`src/hdl/yds_pkg.sv`:
```
// shared constants and types of the yuv box downscaler
`default_nettype none
package yds_pkg;
  localparam int MaxOutWidth = 256;
  localparam int MaxSrcDim   = 2048;
  localparam int MaxBlock    = 32;
  localparam int MaxOutHeight = 256;
  localparam int SumW  = 20;
  localparam int DenW  = 18;
  localparam int MeanW = 17;
  localparam int NumW  = SumW + 16;
  localparam int CntW  = $clog2(NumW);
  localparam int AddrW = $clog2(MaxOutWidth);

  localparam logic [2:0] RegSrcWidth   = 3'd0;
  localparam logic [2:0] RegSrcHeight  = 3'd1;
  localparam logic [2:0] RegBlockWidth = 3'd2;
  localparam logic [2:0] RegBlockHeight = 3'd3;
  localparam logic [2:0] RegOutWidth   = 3'd4;
  localparam logic [2:0] RegOutHeight  = 3'd5;

  typedef struct packed {
    logic            start;
    logic [SumW-1:0] sum;
    logic [DenW-1:0] den;
  } lane_req_t;
endpackage
`default_nettype wire

```
`src/hdl/yds_lane.sv`:
```
// one channel lane: restoring divider for the normalized block mean
`default_nettype none
module yds_lane (
  input  wire logic                     clk_i,
  input  wire logic                     rst_ni,
  input  wire yds_pkg::lane_req_t       req_i,
  output logic                          done_o,
  output logic [yds_pkg::MeanW-1:0]     mean_o
);
  logic                         busy_q;
  logic                         done_q;
  logic [yds_pkg::CntW-1:0]     cnt_q;
  logic [yds_pkg::NumW-1:0]     num_q;
  logic [yds_pkg::DenW-1:0]     rem_q;
  logic [yds_pkg::DenW-1:0]     den_q;
  logic [yds_pkg::DenW:0]       trial;
  logic                         fit;

  assign trial = {rem_q, num_q[yds_pkg::NumW-1]};
  assign fit   = trial >= {1'b0, den_q};

  always_ff @(posedge clk_i or negedge rst_ni) begin
    if (!rst_ni) begin
      busy_q <= 1'b0;
      done_q <= 1'b0;
      cnt_q  <= '0;
    end else if (req_i.start) begin
      busy_q <= 1'b1;
      done_q <= 1'b0;
      cnt_q  <= yds_pkg::CntW'(yds_pkg::NumW - 1);
    end else if (busy_q) begin
      cnt_q <= cnt_q - 1'b1;
      if (cnt_q == '0) begin
        busy_q <= 1'b0;
        done_q <= 1'b1;
      end
    end
  end

  always_ff @(posedge clk_i) begin
    if (req_i.start) begin
      num_q <= {req_i.sum, 16'd0};
      rem_q <= '0;
      den_q <= req_i.den;
    end else if (busy_q) begin
      num_q <= {num_q[yds_pkg::NumW-2:0], fit};
      rem_q <= fit ? yds_pkg::DenW'(trial - {1'b0, den_q}) : trial[yds_pkg::DenW-1:0];
    end
  end

  assign done_o = done_q;
  assign mean_o = num_q[yds_pkg::MeanW-1:0];
endmodule
`default_nettype wire

```
`config.mk`:
```
export PLATFORM = sky130hd
export DESIGN_NAME = yds_lane
export DESIGN_NICKNAME = d
export VERILOG_FILES = /design/src/hdl/yds_pkg.sv /design/src/hdl/yds_lane.sv
export SDC_FILE = /design/constraint.sdc
export NUM_CORES = 1
export LEC_CHECK = 0
export BUFFER_PORTS_ARGS = -buffer_cell sky130_fd_sc_hd__buf_2
export CORE_ASPECT_RATIO = 1.4
export CORE_MARGIN = 2
export CORE_UTILIZATION = 38
export DETAILED_ROUTE_END_ITERATION = 6
export SETUP_SLACK_MARGIN = 0.3
export SLEW_MARGIN = 10
export SYNTH_ARGS = -nofsm -noshare
export SYNTH_HDL_FRONTEND = slang
export SYNTH_SLANG_ARGS = --single-unit
```
`constraint.sdc`:
```
create_clock -name clk_i -period 6.95 [get_ports clk_i]
set_input_delay 0 -clock clk_i [delete_from_list [all_inputs] [get_ports clk_i]]
set_output_delay 0 -clock clk_i [all_outputs]
set_load 0.01 [all_outputs]
```
Word-level counts from Yosys, hierarchy flattened --
Cells that the tools add are included.
Operators by class: add/sub/neg operators 2, multiply operators 0, div/mod/pow operators 0, $lt $le $gt $ge 1, equality and inequality tests 0, shifts and indexed selects 0, muxes and demuxes 11, bitwise operators 0, reduce and logical (&&, ||, !) cells 4
Operators with widths (count):
- 2-to-1 mux 36 bit | 2
- greater-or-equal comparator 19 x 18 -> 1 bit | 1
- 2-to-1 mux 18 bit | 1
- subtractor 18 bit | 1
- 2-to-1 mux 6 bit | 2
- zero test 6 bit | 1
- 2-to-1 mux 1 bit | 6
- subtractor 6 x 1 -> 6 bit (second input constant) | 1
- nonzero test 2 bit | 2
- AND reduction 2 bit | 1
Storage, ports and cells: register bits after elaboration 80, latch bits 0, bits in writable memories 0, bits in read-only memories 0, input bits 41, output and inout bits 18, memories 0

Depth between registers and ports, before layout --
depth in word-level cells 4, gate-level depth with buffers 12, mapped depth without buffers 11

Worst setup path after synthesis --
No wires, ideal clock.
kind flip-flop to flip-flop, from register num_q[35] (netlist name), to register rem_q[14] (netlist name), library setup time 0.086 ns, data arrival time 2.244 ns, data required time 6.864 ns, path slack 4.620 ns, stages on the path, launching flop included 12, path through edfxtp_1 inv_1 ha_1 inv_1 fa_1 a211oi_1 o21ai_0 a211o_1 o211ai_1 xnor2_1 mux2i_1 a211oi_1
On the way: cells in the longest elaborated chain, start to end 2
RTL lines:
- start: declaration | RTL line yds_lane.sv:13 | logic [yds_pkg::NumW-1:0] num_q;
- start signal: assignment | RTL line yds_lane.sv:42 | num_q <= {req_i.sum, 16'd0};
- start signal: assignment | RTL line yds_lane.sv:46 | num_q <= {num_q[yds_pkg::NumW-2:0], fit};
- subtractor 18 bit / greater-or-equal comparator 19 x 18 -> 1 bit (equally long branches) | RTL line yds_lane.sv:47, yds_lane.sv:20
- 2-to-1 mux 18 bit (*) | RTL line yds_lane.sv:47 | rem_q <= fit ? yds_pkg::DenW'(trial - {1'b0, den_q}) : trial[yds_pkg::DenW-1:0];
- end signal: assignment | RTL line yds_lane.sv:47
- end: declaration | RTL line yds_lane.sv:14 | logic [yds_pkg::DenW-1:0] rem_q;
Every way passes the cells marked *; elsewhere a longest branch is shown, timed or not. A chain may end at the register's enable or synchronous reset.

Worst setup path after layout --
Ends and elaborated chain as after synthesis.

==> impl_metrics.py <==
metrics = {
    "global_route": {
        "grt_pass1_wl_um": 14500,
        "grt_start_max_net_pins": 65,
        "grt.total_usage": 0.152,
        "antenna_found_initial": 0,
        "grt_pass1_vias": 3230,
        "grt_remaining_overflow": 0,
    },
    "synth": {
        "postSynthAreaPerCell_um2": 10.4,
        "synth_top_area_share": 0.271,
        "synthMuxAreaShare": 0.0500,
        "netlist-cell-type-count": 57,
        "ys_seq_area_frac": 0.481,
        "yosys.area_share.adder": 0.0642,
        "ys_ff_latch": 80,
        "synthCells": 404,
        "ys_async_sr_fraction": 0.100,
        "synth_area_um2": 4210,
        "synth_nets": 466,
        "synth_warnings": 0,
        "synth_top_cell_by_area": "edfxtp_1",
        "synth_xor_area_frac": 0.0395,
        "synth_top_family_by_area": "compound AO/OA/AOI/OAI gates",
        "ys_top_cells_by_area": "edfxtp_1 27%, dfxtp_1 16%, ha_1 5.9%, mux2i_1 5.0%, dfrtp_1 4.8%",
        "synth_edf_count": 38,
        "synthSimpleGateAreaFrac": 0.123,
        "synth_flop_cell": "edfxtp_1",
        "synth-compound-area-share": 0.167,
    },
    "layout": {
        "antenna_cells": 0,
        "instances_no_fill": 623,
        "regArea_um2": 2020,
        "final_cell_mix": "58 x buf_2, 44 x nor2_1, 39 x dlygate4sd3_1",
        "drive_above_1_share": 0.197,
        "final_common_cell": "buf_2",
        "area_delta_synth_final_pct": 22.4,
        "fillers": 1055,
        "layout.nets": 539,
        "design_area_um2": 5150,
        "multi_input_area_um2": 1870,
    },
    "timing": {
        "report.final.hold_viol_count": 0,
        "fin_setup_tns_ns": 0,
        "rsz0062_at_grt": "false",
        "worstMarginPinSlew_ns": 0.763,
        "drv_slew": 0,
        "fmax_mhz": 370,
        "min_period_ns": 2.70,
        "setup_viol": 0,
        "slew_headroom": 0.489,
        "period_share": 0.389,
        "hold-worst-slack_ns": 0.0264,
        "finalClockSkew_ns": 0.00494,
    },
    "worst_setup_path": {
        "end_kind": "flop",
        "crit_family": "compound AO/OA/AOI/OAI gates",
        "crit_buf_inv": 2,
        "path_class": "flop to flop",
        "cp-start-kind": "flop",
        "crit_path_top_delay_cell": "fa_1",
        "critical_path_required_ns": 7.21,
        "slowest_delay_ns": 0.43,
        "worst_ep_arrival_time_ns": 2.96,
        "cp_max_fo": 3,
        "path_cells": "inv_1 -> ha_1 -> inv_1 -> fa_1 -> a211oi_1 -> o21ai_0 -> a211o_1 -> o211ai_1 -> xnor2_1 -> mux2i_1 -> a211oi_1",
    },
    "clock_network": {
        "clk_latency_ns": 0.34,
        "root_buffer": "clkbuf_16",
        "cts-resized-gates": 0,
        "cts_buffers": 9,
        "clkTransAtPathRegs_ns": 0.06,
        "clockBufferDepth": 2,
        "tritoncts": "built",
        "h-tree-depth": 3,
        "clock_sinks": 80,
    },
    "drt": {
        "drt_pass1_iterations": 4,
        "vias": 3119,
        "postRouteAntennaNets": 0,
        "detail_route.wl_per_cell_um": 13.5,
        "drt_iter0_drc": 100,
        "wl_um": 8420,
        "route.detailed.drc": 0,
        "drt-vias-per-instance": 5.01,
    },
    "die": {
        "ios": 59,
        "die_h_um": 129,
        "rows": 45,
        "die_area_um2": 11900,
        "die_w_um": 92.9,
        "coreArea_um2": 10800,
        "start_util": 0.389,
    },
    "placement": {
        "port_buffers": 58,
        "gp_congestion": 0.849,
        "dp.cells": 568,
        "placed_area_um2": 4460,
        "dp_hpwl_um": 5540,
    },
    "pwr": {
        "p_leak_uw": 0.00228,
        "power_uw": 1120,
        "peakVddDrop_uv": 107,
        "powerDensity_nw_per_um2": 217,
    },
    "flow_run": {
        "max_cap_viol_count": 0,
    },
    "min_path": {
        "worstHoldPathType": "input pin to asynchronous set/reset pin",
    },
    "run_status": {
        "status": "completed",
    },
}
[metrics by stage]
step,setup slack (ns),utilization
floorplan,4.62,-
global placement,4.32,0.413
detailed placement,4.26,0.413
CTS,4.28,0.476
global route,4.02,0.476
finish,4.25,0.476
[area by class of cell]
cell class,instances,area share
clock buffer,10,0.0486
clock inverter,6,0.00923
inverter,22,0.0160
multi-input combinational,264,0.362
sequential,80,0.393
tap,141,0.0343
timing repair buffer,100,0.137
[kinds of logic (layout without fill, tap and decap cells)]
group	after synthesis	after routing
simple gates	111	111
buf+inv	60	138
fa+ha+maj	21	21
flops	80	80
mux	21	21
compound gates	92	92
xor+xnor	19	19
[per-layer routing]
layer / GRT usage / wire length [um] / part of all wire / vias to the layer above
met3: 0.0193 / 207 / 0.025 / 11
met5: 0 / 0 / 0 / -
met2: 0.256 / 4070 / 0.48 / 55
met4: 0.0874 / 189 / 0.022 / 0
li1: - / - / - / 1580
met1: 0.186 / 3950 / 0.47 / 1473
[synthesized netlist by cell type, types with 2 or more instances]
library cell,instances
a211o_1,2
a211oi_1,8
a211oi_2,2
a21o_1,3
a21oi_1,19
a22o_1,19
a311oi_1,5
a311oi_2,3
a31oi_1,5
buf_1,3
buf_4,17
buf_6,2
clkbuf_1,14
dfrtp_1,8
dfxtp_1,34
edfxtp_1,38
ha_1,20
inv_1,22
mux2i_1,21
nand2_1,31
nand2_2,3
nand2b_1,5
nand3_1,6
nand3b_1,2
nor2_1,44
nor2b_1,2
nor3_1,3
nor3b_1,2
o211ai_1,4
o21ai_0,12
o31ai_1,2
xnor2_1,11
xor2_1,8
[registers in the layout, summed over array words and instances, names as in the netlist]
register,count
done_o,1
num_q,36
rem_q,18
den_q,18
busy_q,1
cnt_q,6
[where the power goes]
| part | switching [uW] | leakage (uW) | internal [uW] |
|---|---|---|---|
| Clock | 196 | 0.000145 | 267 |
| Combinational | 61.5 | 0.00137 | 61.8 |
| Sequential | 10.6 | 0.000765 | 521 |
| Total | 268 | 0.00228 | 849 |
[final timing paths]
path,startpoint,to,cells past startpoint,slack [ns]
worst min register to register,rem_q[4],rem_q[5],2,0.50
min in group clk_i,req_i[38],den_q[11],2,0.25
max in group asynchronous,rst_ni,busy_q,2,6.74
worst max register to register,num_q[35],rem_q[14],11,4.25
worst min-delay path,rst_ni,done_o,2,0.03
worst max-delay path,num_q[35],rem_q[14],11,4.25
[what timing repair did]
| action | 4_1_cts | 5_1_grt |
|---|---|---|
| hold buffers | 39 | 0 |
| setup buffers | 0 | 0 |
| endpoints found under the hold margin | 46 | 0 |
Power figures use the tool's default switching activity.
